### src/tli_pkg.sv
// shared types and constants of the table linear interpolator
package tli_pkg;

    localparam int TABLE_DEPTH_DEFAULT = 16;
    localparam int COORD_W             = 32;
    localparam int INDEX_W             = 4;
    localparam int COUNT_W             = 5;
    localparam int CFG_INDEX_W         = 1;
    localparam int CFG_DATA_W          = 5;
    localparam int DIV_STEPS           = 32;
    localparam int DIV_CNT_W           = $clog2(DIV_STEPS);

    localparam logic [COUNT_W-1:0]        POINT_COUNT_RESET = 5'd2;
    localparam logic                      DESCENDING_RESET  = 1'b1;
    localparam logic signed [COORD_W-1:0] Y_MAX = 32'sh7FFF_FFFF;
    localparam logic signed [COORD_W-1:0] Y_MIN = 32'sh8000_0000;

    typedef enum logic [0:0] {
        OP_LOAD   = 1'b0,
        OP_LOOKUP = 1'b1
    } op_t;

    typedef enum logic [CFG_INDEX_W-1:0] {
        REG_POINT_COUNT = 1'b0,
        REG_DESCENDING  = 1'b1
    } cfg_reg_t;

    typedef enum logic [2:0] {
        S_IDLE,
        S_FIRST,
        S_LAST,
        S_WALK,
        S_MUL,
        S_DIV,
        S_SUM,
        S_DONE
    } state_t;

    typedef struct packed {
        op_t                       operation;
        logic [INDEX_W-1:0]        point_index;
        logic signed [COORD_W-1:0] point_x;
        logic signed [COORD_W-1:0] point_y;
        logic signed [COORD_W-1:0] lookup_x;
    } req_t;

    typedef struct packed {
        logic signed [COORD_W-1:0] result_y;
        logic                      result_valid;
        logic                      result_clamped;
    } rsp_t;

    // one table entry as it sits in the point memory
    typedef struct packed {
        logic signed [COORD_W-1:0] x;
        logic signed [COORD_W-1:0] y;
    } point_t;

endpackage

### src/tli_ram.sv
// generic single-write, single-read memory with registered read data
module tli_ram #(
    parameter int WIDTH = 64,
    parameter int DEPTH = 16
) (
    input  logic                     clk,
    input  logic                     we,
    input  logic [$clog2(DEPTH)-1:0] waddr,
    input  logic [WIDTH-1:0]         wdata,
    input  logic [$clog2(DEPTH)-1:0] raddr,
    output logic [WIDTH-1:0]         rdata
);

    logic [WIDTH-1:0] mem_reg [DEPTH];
    logic [WIDTH-1:0] rdata_reg;

    always_ff @(posedge clk)
    begin
        if (we)
        begin
            mem_reg[waddr] <= wdata;
        end
        rdata_reg <= mem_reg[raddr];
    end

    assign rdata = rdata_reg;

endmodule

### src/table_linear_interpolator_top.sv
// table linear interpolator: point table, segment walk, multiply and serial divide
//
// channel   direction  handshake            payload
// req       in         req_valid/req_stall  tli_pkg::req_t (load or lookup transaction)
// rsp       out        rsp_valid/rsp_stall  tli_pkg::rsp_t (one per lookup transaction)
// cfg       in         cfg_valid/cfg_ready  cfg_index, cfg_data (always ready)
//
// a load transaction writes its point in the accept cycle and leaves the sequencer idle
// a lookup reads entry 0 and the last entry through the one memory read port,
//   so a clamped or single-point lookup steps from S_FIRST and S_LAST to S_DONE
// a lookup that interpolates walks one segment per cycle, then passes the 32x32
//   multiplier, the radix-2 divider and the final sum on its way to S_DONE;
//   a zero-width segment skips those and goes from the walk straight to S_DONE
// req_stall is high from a lookup's accept until its result moves into the
//   output register; a stalled result holds the block in its last step
// rst_n clears the sequencer and the output valid and resets the two config registers;
//   the point memory is not cleared and an entry reads undefined until loaded
module table_linear_interpolator_top #(
    parameter int TABLE_DEPTH = tli_pkg::TABLE_DEPTH_DEFAULT
) (
    input  logic                             clk,
    input  logic                             rst_n,
    input  logic                             req_valid,
    output logic                             req_stall,
    input  tli_pkg::req_t                    req,
    output logic                             rsp_valid,
    input  logic                             rsp_stall,
    output tli_pkg::rsp_t                    rsp,
    input  logic                             cfg_valid,
    output logic                             cfg_ready,
    input  logic [tli_pkg::CFG_INDEX_W-1:0]  cfg_index,
    input  logic [tli_pkg::CFG_DATA_W-1:0]   cfg_data
);

    localparam int ADDR_W = $clog2(TABLE_DEPTH);
    localparam int CMP_W  = $clog2(TABLE_DEPTH + 1) + tli_pkg::COUNT_W;
    localparam int W      = tli_pkg::COORD_W;

    // control state
    tli_pkg::state_t               state_reg, state_next;
    logic                          rsp_valid_reg, rsp_valid_next;
    logic [tli_pkg::COUNT_W-1:0]   count_reg;
    logic                          desc_reg;

    // datapath state
    logic signed [W-1:0]           x_reg, x_next;
    logic [ADDR_W-1:0]             last_reg, last_next;
    logic [ADDR_W-1:0]             k_reg, k_next;
    tli_pkg::point_t               prev_reg, prev_next;
    logic [W-1:0]                  dxn_reg, dxn_next;
    logic [W-1:0]                  dx_reg, dx_next;
    logic [W-1:0]                  dymag_reg, dymag_next;
    logic                          neg_reg, neg_next;
    logic [2*W-1:0]                pr_reg, pr_next;
    logic [tli_pkg::DIV_CNT_W-1:0] cnt_reg, cnt_next;
    tli_pkg::rsp_t                 res_reg, res_next;
    tli_pkg::rsp_t                 rsp_reg, rsp_next;

    // memory port
    logic                          ram_we;
    logic [ADDR_W-1:0]             ram_waddr;
    logic [ADDR_W-1:0]             ram_raddr;
    logic [2*W-1:0]                ram_rdata;

    // combinational helpers
    logic                          req_fire;
    logic                          slot_free;
    tli_pkg::point_t               cur;
    logic                          clamp_first;
    logic                          clamp_last;
    logic                          hit;
    logic                          walk_end;
    logic [ADDR_W-1:0]             k_step;
    logic [ADDR_W-1:0]             last_calc;
    logic [W-1:0]                  dx_calc;
    logic [W:0]                    dy_calc;
    logic [W-1:0]                  dymag_calc;
    logic [2*W-1:0]                product;
    logic [W:0]                    trial;
    logic [W:0]                    diff;
    logic signed [W+1:0]           sum;

    assign req_fire  = req_valid && !req_stall;
    assign req_stall = (state_reg != tli_pkg::S_IDLE);
    assign slot_free = !rsp_valid_reg || !rsp_stall;
    assign cfg_ready = 1'b1;
    assign rsp_valid = rsp_valid_reg;
    assign rsp       = rsp_reg;

    // x and y of one point share a memory word
    tli_ram #(
        .WIDTH (2 * W),
        .DEPTH (TABLE_DEPTH)
    ) u_points (
        .clk   (clk),
        .we    (ram_we),
        .waddr (ram_waddr),
        .wdata ({req.point_x, req.point_y}),
        .raddr (ram_raddr),
        .rdata (ram_rdata)
    );

    assign cur = tli_pkg::point_t'(ram_rdata);

    // last entry in use: a count of zero means one point, a count past the depth saturates
    always_comb
    begin
        if (req.operation == tli_pkg::OP_LOOKUP && count_reg == '0)
        begin
            last_calc = '0;
        end
        else if (CMP_W'(count_reg) > CMP_W'(TABLE_DEPTH))
        begin
            last_calc = ADDR_W'(TABLE_DEPTH - 1);
        end
        else
        begin
            last_calc = ADDR_W'(count_reg - 1'b1);
        end
    end

    // in the last-entry step prev holds entry 0 and cur the last entry
    assign clamp_first = desc_reg ? (x_reg >= prev_reg.x) : (x_reg <= prev_reg.x);
    assign clamp_last  = desc_reg ? (x_reg <= cur.x) : (x_reg >= cur.x);

    // walk: prev is the low end of the segment, cur the high end, in both orders
    assign hit      = (prev_reg.x <= x_reg) && (x_reg <= cur.x);
    assign walk_end = desc_reg ? (k_reg == '0) : (k_reg == last_reg);
    assign k_step   = desc_reg ? ADDR_W'(k_reg - 1'b1) : ADDR_W'(k_reg + 1'b1);

    // inside a segment x - x_lo and x_hi - x_lo are never negative
    assign dx_calc    = W'(cur.x - prev_reg.x);
    assign dy_calc    = {cur.y[W-1], cur.y} - {prev_reg.y[W-1], prev_reg.y};
    assign dymag_calc = dy_calc[W] ? W'(-dy_calc) : dy_calc[W-1:0];

    assign product = dxn_reg * dymag_reg;

    // restoring divide step; the remainder half stays below the divisor
    assign trial = pr_reg[2*W-1:W-1];
    assign diff  = trial - {1'b0, dx_reg};

    assign sum = neg_reg ? ({{2{prev_reg.y[W-1]}}, prev_reg.y} - {2'b00, pr_reg[W-1:0]})
                         : ({{2{prev_reg.y[W-1]}}, prev_reg.y} + {2'b00, pr_reg[W-1:0]});

    // next state
    always_comb
    begin
        state_next = state_reg;
        unique case (state_reg)
            tli_pkg::S_IDLE:
            begin
                if (req_fire && req.operation == tli_pkg::OP_LOOKUP)
                begin
                    state_next = tli_pkg::S_FIRST;
                end
            end
            tli_pkg::S_FIRST:
            begin
                state_next = tli_pkg::S_LAST;
            end
            tli_pkg::S_LAST:
            begin
                state_next = (clamp_first || clamp_last) ? tli_pkg::S_DONE : tli_pkg::S_WALK;
            end
            tli_pkg::S_WALK:
            begin
                if (hit)
                begin
                    state_next = (dx_calc == '0) ? tli_pkg::S_DONE : tli_pkg::S_MUL;
                end
                else if (walk_end)
                begin
                    state_next = tli_pkg::S_DONE;
                end
            end
            tli_pkg::S_MUL:
            begin
                state_next = tli_pkg::S_DIV;
            end
            tli_pkg::S_DIV:
            begin
                if (cnt_reg == '1)
                begin
                    state_next = tli_pkg::S_SUM;
                end
            end
            tli_pkg::S_SUM:
            begin
                state_next = tli_pkg::S_DONE;
            end
            tli_pkg::S_DONE:
            begin
                if (slot_free)
                begin
                    state_next = tli_pkg::S_IDLE;
                end
            end
        endcase
    end

    // datapath and memory controls
    always_comb
    begin
        x_next         = x_reg;
        last_next      = last_reg;
        k_next         = k_reg;
        prev_next      = prev_reg;
        dxn_next       = dxn_reg;
        dx_next        = dx_reg;
        dymag_next     = dymag_reg;
        neg_next       = neg_reg;
        pr_next        = pr_reg;
        cnt_next       = cnt_reg;
        res_next       = res_reg;
        rsp_next       = rsp_reg;
        rsp_valid_next = rsp_valid_reg && rsp_stall;
        ram_we         = 1'b0;
        ram_waddr      = ADDR_W'(req.point_index);
        ram_raddr      = '0;

        unique case (state_reg)
            tli_pkg::S_IDLE:
            begin
                if (req_fire)
                begin
                    if (req.operation == tli_pkg::OP_LOAD)
                    begin
                        // a load past the table is dropped
                        ram_we = (CMP_W'(req.point_index) < CMP_W'(TABLE_DEPTH));
                    end
                    else
                    begin
                        x_next    = req.lookup_x;
                        last_next = last_calc;
                    end
                end
            end
            tli_pkg::S_FIRST:
            begin
                ram_raddr = last_reg;
                prev_next = cur;
            end
            tli_pkg::S_LAST:
            begin
                ram_raddr = desc_reg ? ADDR_W'(last_reg - 1'b1) : ADDR_W'(1);
                k_next    = ram_raddr;
                if (clamp_first)
                begin
                    res_next = '{result_y: prev_reg.y, result_valid: 1'b1, result_clamped: 1'b1};
                end
                else if (clamp_last)
                begin
                    res_next = '{result_y: cur.y, result_valid: 1'b1, result_clamped: 1'b1};
                end
                else if (desc_reg)
                begin
                    prev_next = cur;
                end
            end
            tli_pkg::S_WALK:
            begin
                ram_raddr = k_step;
                if (hit)
                begin
                    dxn_next   = W'(x_reg - prev_reg.x);
                    dx_next    = dx_calc;
                    dymag_next = dymag_calc;
                    neg_next   = dy_calc[W];
                    // zero-width segment gives y_lo
                    res_next   = '{result_y: prev_reg.y, result_valid: 1'b1, result_clamped: 1'b0};
                end
                else if (walk_end)
                begin
                    res_next = '{result_y: '0, result_valid: 1'b0, result_clamped: 1'b0};
                end
                else
                begin
                    prev_next = cur;
                    k_next    = k_step;
                end
            end
            tli_pkg::S_MUL:
            begin
                pr_next  = product;
                cnt_next = '0;
            end
            tli_pkg::S_DIV:
            begin
                if (!diff[W])
                begin
                    pr_next = {diff[W-1:0], pr_reg[W-2:0], 1'b1};
                end
                else
                begin
                    pr_next = {trial[W-1:0], pr_reg[W-2:0], 1'b0};
                end
                cnt_next = cnt_reg + 1'b1;
            end
            tli_pkg::S_SUM:
            begin
                res_next.result_valid   = 1'b1;
                res_next.result_clamped = 1'b0;
                if (sum > (W+2)'(tli_pkg::Y_MAX))
                begin
                    res_next.result_y = tli_pkg::Y_MAX;
                end
                else if (sum < (W+2)'(tli_pkg::Y_MIN))
                begin
                    res_next.result_y = tli_pkg::Y_MIN;
                end
                else
                begin
                    res_next.result_y = sum[W-1:0];
                end
            end
            tli_pkg::S_DONE:
            begin
                if (slot_free)
                begin
                    rsp_next       = res_reg;
                    rsp_valid_next = 1'b1;
                end
            end
        endcase
    end

    // control registers
    always_ff @(posedge clk or negedge rst_n)
    begin
        if (!rst_n)
        begin
            state_reg     <= tli_pkg::S_IDLE;
            rsp_valid_reg <= 1'b0;
            count_reg     <= tli_pkg::POINT_COUNT_RESET;
            desc_reg      <= tli_pkg::DESCENDING_RESET;
        end
        else
        begin
            state_reg     <= state_next;
            rsp_valid_reg <= rsp_valid_next;
            if (cfg_valid && cfg_ready)
            begin
                unique case (tli_pkg::cfg_reg_t'(cfg_index))
                    tli_pkg::REG_POINT_COUNT: count_reg <= cfg_data;
                    tli_pkg::REG_DESCENDING:  desc_reg  <= cfg_data[0];
                endcase
            end
        end
    end

    // payload registers
    always_ff @(posedge clk)
    begin
        x_reg     <= x_next;
        last_reg  <= last_next;
        k_reg     <= k_next;
        prev_reg  <= prev_next;
        dxn_reg   <= dxn_next;
        dx_reg    <= dx_next;
        dymag_reg <= dymag_next;
        neg_reg   <= neg_next;
        pr_reg    <= pr_next;
        cnt_reg   <= cnt_next;
        res_reg   <= res_next;
        rsp_reg   <= rsp_next;
    end

    // a lookup transaction always starts the table read
    a_lookup_starts: assert property (@(posedge clk) disable iff (!rst_n)
        req_fire && req.operation == tli_pkg::OP_LOOKUP |=> state_reg == tli_pkg::S_FIRST)
        else $error("lookup did not start the table read");

    // a load transaction never occupies the sequencer
    a_load_single_cycle: assert property (@(posedge clk) disable iff (!rst_n)
        req_fire && req.operation == tli_pkg::OP_LOAD |=> state_reg == tli_pkg::S_IDLE)
        else $error("load left the sequencer busy");

    // partial remainder stays below the divisor, so the quotient fits 32 bits
    a_div_bound: assert property (@(posedge clk) disable iff (!rst_n)
        state_reg == tli_pkg::S_DIV |-> pr_reg[2*W-1:W] < dx_reg)
        else $error("divider remainder out of range");

    // divider runs its full count before the final sum
    a_div_length: assert property (@(posedge clk) disable iff (!rst_n)
        state_reg == tli_pkg::S_DIV && cnt_reg == '1 |=> state_reg == tli_pkg::S_SUM)
        else $error("divider left early or late");

    // clamped results are valid, invalid results carry zero
    a_result_flags: assert property (@(posedge clk) disable iff (!rst_n)
        rsp_valid |-> (rsp.result_valid || (!rsp.result_clamped && rsp.result_y == '0)))
        else $error("inconsistent result flags");

endmodule
### config.mk
export PLATFORM = sky130hd
export DESIGN_NAME = table_linear_interpolator_top
export DESIGN_NICKNAME = d
export VERILOG_FILES = /design/src/tli_pkg.sv /design/src/tli_ram.sv /design/src/table_linear_interpolator_top.sv
export SDC_FILE = /design/constraint.sdc
export NUM_CORES = 2
export LEC_CHECK = 0
export BUFFER_PORTS_ARGS = -buffer_cell sky130_fd_sc_hd__buf_4
export CAP_MARGIN = 20
export CORE_MARGIN = 3
export CORE_UTILIZATION = 40
export DETAILED_ROUTE_END_ITERATION = 8
export HOLD_SLACK_MARGIN = 0.15
export PLACE_DENSITY_LB_ADDON = 0.2
export SYNTH_ARGS = -nofsm -noshare
export SYNTH_HDL_FRONTEND = slang
export SYNTH_HIERARCHICAL = 1
export SYNTH_SLANG_ARGS = --single-unit
### constraint.sdc
create_clock -name clk -period 20.3 [get_ports clk]
set_input_delay 1.015 -clock clk [delete_from_list [all_inputs] [get_ports clk]]
set_output_delay 1.015 -clock clk [all_outputs]
set_load 0.02 [all_outputs]
Word level (Yosys, flattened, before mapping)
Memory sizes are Yosys's and may differ from the RTL's. A register that Yosys moved wholly into a read port is not among the register bits.
Index checks and enable logic that the tools add are counted.
{"block": "word_totals", "out_inout_bits": 37, "mem_bits_rw": 1024, "mem_count": 1, "ff_bits": 348}
{"block": "op_classes", "n_bitwise": 1, "magnitude_cmp": 8, "eq_ne": 19, "add_sub_neg": 12, "muxes": 43, "n_reduce_logical": 28, "mul": 1}
{"name": "u_points.mem_reg", "depth": 16, "width": 64, "rd": 1, "rd_clocked_by_memory_dff": 1, "write_ports": 1, "line_no": "tli_ram.sv:14", "rtl": "logic [WIDTH-1:0] mem_reg [DEPTH];"}
{"cell": "64-bit 2-to-1 mux", "count": 6}
{"cell": "64-bit case mux with 3 select lines", "count": 1}
{"cell": "34-bit 2-to-1 mux", "count": 5}
{"cell": "64-bit case mux with 2 select lines", "count": 1}
{"cell": "34-bit case mux with 3 select lines", "count": 1}
{"cell": "32-bit <= comparator", "count": 3}
{"cell": "32-bit 2-to-1 mux", "count": 3}
{"cell": "32-bit greater-or-equal comparator", "count": 2}
{"cell": "32-bit by 32-bit multiplier with 64-bit output", "count": 1}
{"cell": "32-bit subtractor", "count": 2}
{"cell": "32-bit by 33-bit adder with 34-bit output", "count": 1}
{"cell": "34-bit by 32-bit > comparator with 1-bit output, second input constant", "count": 1}
{"cell": "34-bit by 32-bit < comparator with 1-bit output, second input constant", "count": 1}
{"cell": "32-bit by 33-bit subtractor with 34-bit output", "count": 1}
{"cell": "32-bit by 32-bit subtractor with 33-bit output", "count": 1}
{"cell": "33-bit by 32-bit subtractor with 33-bit output", "count": 1}
{"cell": "32-bit logical NOT", "count": 1}
{"cell": "32-bit negator", "count": 1}
{"cell": "3-bit case mux with 8 select lines", "count": 1}
{"cell": "4-bit 2-to-1 mux", "count": 5}
{"cell": "3-bit 2-to-1 mux", "count": 6}
{"cell": "2-bit inequality test, second input constant", "count": 8}
{"cell": "3-bit equality test, second input constant", "count": 4}
{"cell": "4-bit case mux with 3 select lines", "count": 1}
{"cell": "other kinds (26)", "count": 54}

Depth between registers and ports, before layout
{"block": "logic_depth", "word_depth": 7, "depth_mapped": 29, "mapped_depth_nobuf": 27}

Hierarchy
The synthesis kept the hierarchy.
{"mod": "table_linear_interpolator_top", "cells_per_inst": 6045, "n_inst": 1, "area_per_inst_um2": 56879.6, "seq_area_each_um2": 10402.5}
{"mod": "tli_ram", "cells_per_inst": 1647, "n_inst": 1, "area_per_inst_um2": 39581.7, "seq_area_each_um2": 32030.7}

Least setup slack after synthesis
Ideal clock, no wire load.
{"block": "synth_path", "path_type": "register to register", "start": "register dymag_reg[17]", "end": "register pr_reg[59], data pin", "arrival_time_ns": 7.365, "path_stages_with_launch": 28, "period_less_slack_ns": 7.623, "required_time_ns": 20.042, "n_path_buf": 2, "path_slack_ns": 12.677, "cell_sequence": "edfxtp_1 > clkbuf_1 > and2_1 > fa_1 > inv_1 > fa_1 > inv_1 > fa_1 > inv_1 > fa_1 > inv_1 > fa_1 > fa_1 > fa_1 > fa_1 > ha_1 > clkbuf_1 > and4_1 > and2_1 > a221oi_1 > o21ai_0 > or3_1 > o21ai_1 > o21ai_1 > a21bo_2 > a41oi_1 > xnor2_1 > o221a_2"}
{"block": "synth_between", "elab_chain_cells": 2}
{"item": "start, declared", "line_no": "table_linear_interpolator_top.sv:52", "rtl": "logic [W-1:0] dymag_reg, dymag_next;"}
{"item": "start signal, assigned", "line_no": "table_linear_interpolator_top.sv:360", "rtl": "dymag_reg <= dymag_next;"}
{"item": "32-bit by 32-bit multiplier with 64-bit output", "line_no": "table_linear_interpolator_top.sv:136", "rtl": "assign product = dxn_reg * dymag_reg;"}
{"item": "64-bit case mux with 2 select lines", "line_no": "table_linear_interpolator_top.sv:221", "rtl": "unique case (state_reg)"}
{"item": "via pr_next[59]", "line_no": "table_linear_interpolator_top.sv:54", "rtl": "logic [2*W-1:0] pr_reg, pr_next;"}
{"item": "end signal, assigned", "line_no": "table_linear_interpolator_top.sv:362", "rtl": "pr_reg <= pr_next;"}
{"item": "end, declared", "line_no": "table_linear_interpolator_top.sv:54"}
The timed path passes the listed nets, and every way through them passes these cells.
A chain may end at the register's enable or synchronous reset.

Worst setup path after layout
{"block": "layout_path", "start": "register dymag_reg[9]", "end": "register pr_reg[59], data pin"}
The elaborated chain is that of the path after synthesis.

==> flow_metrics.tcl <==
set metrics [dict create \
    yosysTopAreaCell "edfxtp_1" \
    synthArstFlopShare_pct 0.696 \
    die_w_um 497 \
    die_h_um 497 \
    grt_pass1_wl_um 399000 \
    finalSetupTns_ns 0 \
    yosysMostFrequentCell "edfxtp_1" \
    antenna_found_initial 36 \
    rsz0062_at_grt "false" \
    die_area_sq_mm 0.247 \
    path_buf_inv 3 \
    netlist.area_leader.share_pct 42.4 \
    cts_tree "yes" \
    critical-path-top-delay-family "adder cells" \
    relSlewSlack_pct 30.7 \
    postRouteAntennaNets 0 \
    path_max_fanout 33 \
    grt_max_degree 146 \
    synthTopCellsByArea "edfxtp_1, fa_1, ha_1" \
    slowest_stage "fa_1" \
    cts_buffers 150 \
    drv_cap 0 \
    synthTopCellsByCount "edfxtp_1, inv_1, fa_1" \
    grt.overflow.total 0 \
    num_vias 59594 \
    fin_crit_ns 8.91 \
    place_congestion 0.891 \
    clock-sinks 1436 \
    setup_viol 0 \
    worst_pin_slew_ns 1.04 \
    path_cells "buf_4, and2_1, fa_1, fa_1, inv_1, fa_1, fa_1, fa_1, inv_1, fa_1, fa_1, fa_1, ha_1, and4_1, and2_1, a221oi_1, o21ai_0, or3_1, o21ai_1, o21ai_1, a21bo_2, a41oi_1, xnor2_1, o221a_2" \
    area_growth_pct 10.1 \
    wl_um 263000 \
    clock_latency_ns 0.79 \
    synth_nets 9169 \
    rows 179 \
    crit_type "reg -> reg" \
    crit_path_max_incr_delay_ns 0.59 \
    start_util_pct 40.4 \
    hp-class "reg -> reg" \
    crit_required_ns 20.82 \
    synthCells 7692 \
    fin_crit_sh_pct 43.9 \
    grt_usage_pct 21.3 \
    wl_per_cell_um 23.8 \
    layout.nets 9235 \
    cts_resized 0 \
    worstSetupEndpointType "register" \
    ios 149 \
    cts_max_level 4 \
    hold-path-cell-count 0 \
    crit_cells 24 \
    vias_per_cell 5.39 \
    ys.flop_type "edfxtp_1" \
    finClkSkew_ns 0.0322 \
    slew_violations 0 \
    hold_viol 0 \
    status "complete, no violations" \
    timing.critical_path.mode_cell "fa_1" \
    first_global_vias 63067 \
    cp.arrival_ns 9.43 \
    yosysSeqAreaShare_pct 44.0 \
    r2r_cells 24 \
    layout-drive-gt1-share_pct 10.6 \
    fmax_mhz 112 \
    io_buffer_count 147 \
    drtIter0Drc 4591 \
    clock_tree.root_cell "clkbuf_16" \
    r2r_slack_ns 11.39 \
    ys_ff_latch 1436 \
    synth_area_sq_mm 0.0965 \
    core_sq_mm 0.239 \
    dr.pass1.iters 5 \
    syn_area_per_cell_sq_um 12.5 \
    yosysWarnings 6 \
    largest_reg_flops 1024 \
    drc 0 \
    synth_edf_count 1362 \
    hpwlAfterDp_um 178000 \
    synth_cell_types 93 \
    cts_max_path_buffers 3 \
    startpoint_type "register" \
    path_clk_slew_ns 0.06 \
]
-- final timing paths --
kind	start	endpoint
setup reg to reg	dymag_reg[9]	pr_reg[59]
setup / recovery	dymag_reg[9]	pr_reg[59]
max in group asynchronous	rst_n	desc_reg
hold / removal	res_reg[2]	rsp[2]
hold reg to reg	res_reg[2]	rsp[2]
min in group asynchronous	rst_n	count_reg[2]
-- area by class of cell --
type | instances | area [sq um]
Timing Repair Buffer | 279 | 2120
Sequential cell | 1436 | 42400
Clock buffer | 192 | 4020
Multi-Input combinational cell | 4839 | 48800
Clock inverter | 79 | 963
Tap cell | 3167 | 3960
Inverter | 1052 | 3950
Fill cell | 21761 | 133000
Antenna cell | 11 | 27.5
-- logic make-up after synthesis --
logic type	Yosys count	synth area share (%)
simple gates	1932	10.0
mux	296	6.40
xor+xnor	259	2.35
compound gates	986	6.83
buf+inv	1417	5.67
fa+ha+maj	1365	24.7
other cells	1	0.00389
flops	1436	44.0
-- stage by stage --
step / hold slack (ns) / setup slack [ns] / area [sq um] / util [%] / std cells
floorplan: 0.400 / 12.68 / 96500 / - / 7692
finish: 0.416 / 11.39 / 106000 / 44.5 / 11055
CTS: 0.358 / 11.40 / 106000 / 44.4 / 11044
detailed placement: 0.411 / 11.42 / 101000 / 42.4 / 10772
global route: 0.369 / 10.95 / 106000 / 44.4 / 11045
global placement: 0.405 / 10.45 / 101000 / 42.4 / 10772
-- metal layers --
layer  global-route usage (%)  up-vias  share of wire (%)
met2                     34.2     1756                 47
met4                     5.37       20                2.6
met5                        0        -              0.047
met1                     30.2    30946                 44
li1                         -    26537                  -
met3                     3.62      335                6.3
-- cells in the final DEF, fill, tap and decap left out, types with 31 or more instances in the layout --
master,netlist,routed
a31oi_1,33,33
mux2i_1,34,34
o21ai_0,150,150
and3_1,33,33
a21oi_1,254,253
nor2_1,230,213
nand2_1,717,716
nand2b_1,32,32
xnor2_1,172,171
nor2b_1,34,31
o2111ai_1,34,34
nor3_1,55,51
a22oi_1,133,133
nand3_1,86,86
xor2_1,87,87
fa_1,902,902
o21bai_1,31,31
buf_4,7,276
ha_1,463,463
inv_1,1052,1051
edfxtp_1,1362,1362
dfxtp_1,64,64
clkbuf_1,310,35
mux4_2,256,256
o21a_1,54,54
nand4_1,42,42
and2_1,606,603
clkbuf_16,0,153
a21o_1,114,114
-- worst reg2reg max path, delay by kind of cell, from the launching register on --
kind / cells / cell delay (ns)
fa+ha+maj: 9 / 4.39
compound gates: 7 / 2.11
simple gates: 4 / 1.16
buf+inv: 3 / 0.56
flops: 1 / 0.32
xor+xnor: 1 / 0.13
-- what timing repair did --
action                     CTS  global route
hold buffers                 1             0
setup endpoints to repair    0             0
setup buffers                0             0
hold endpoints to repair     8             0
Power is not shown: default switching activity piles up to over one toggle a cycle in this logic, so the estimate is an artifact.
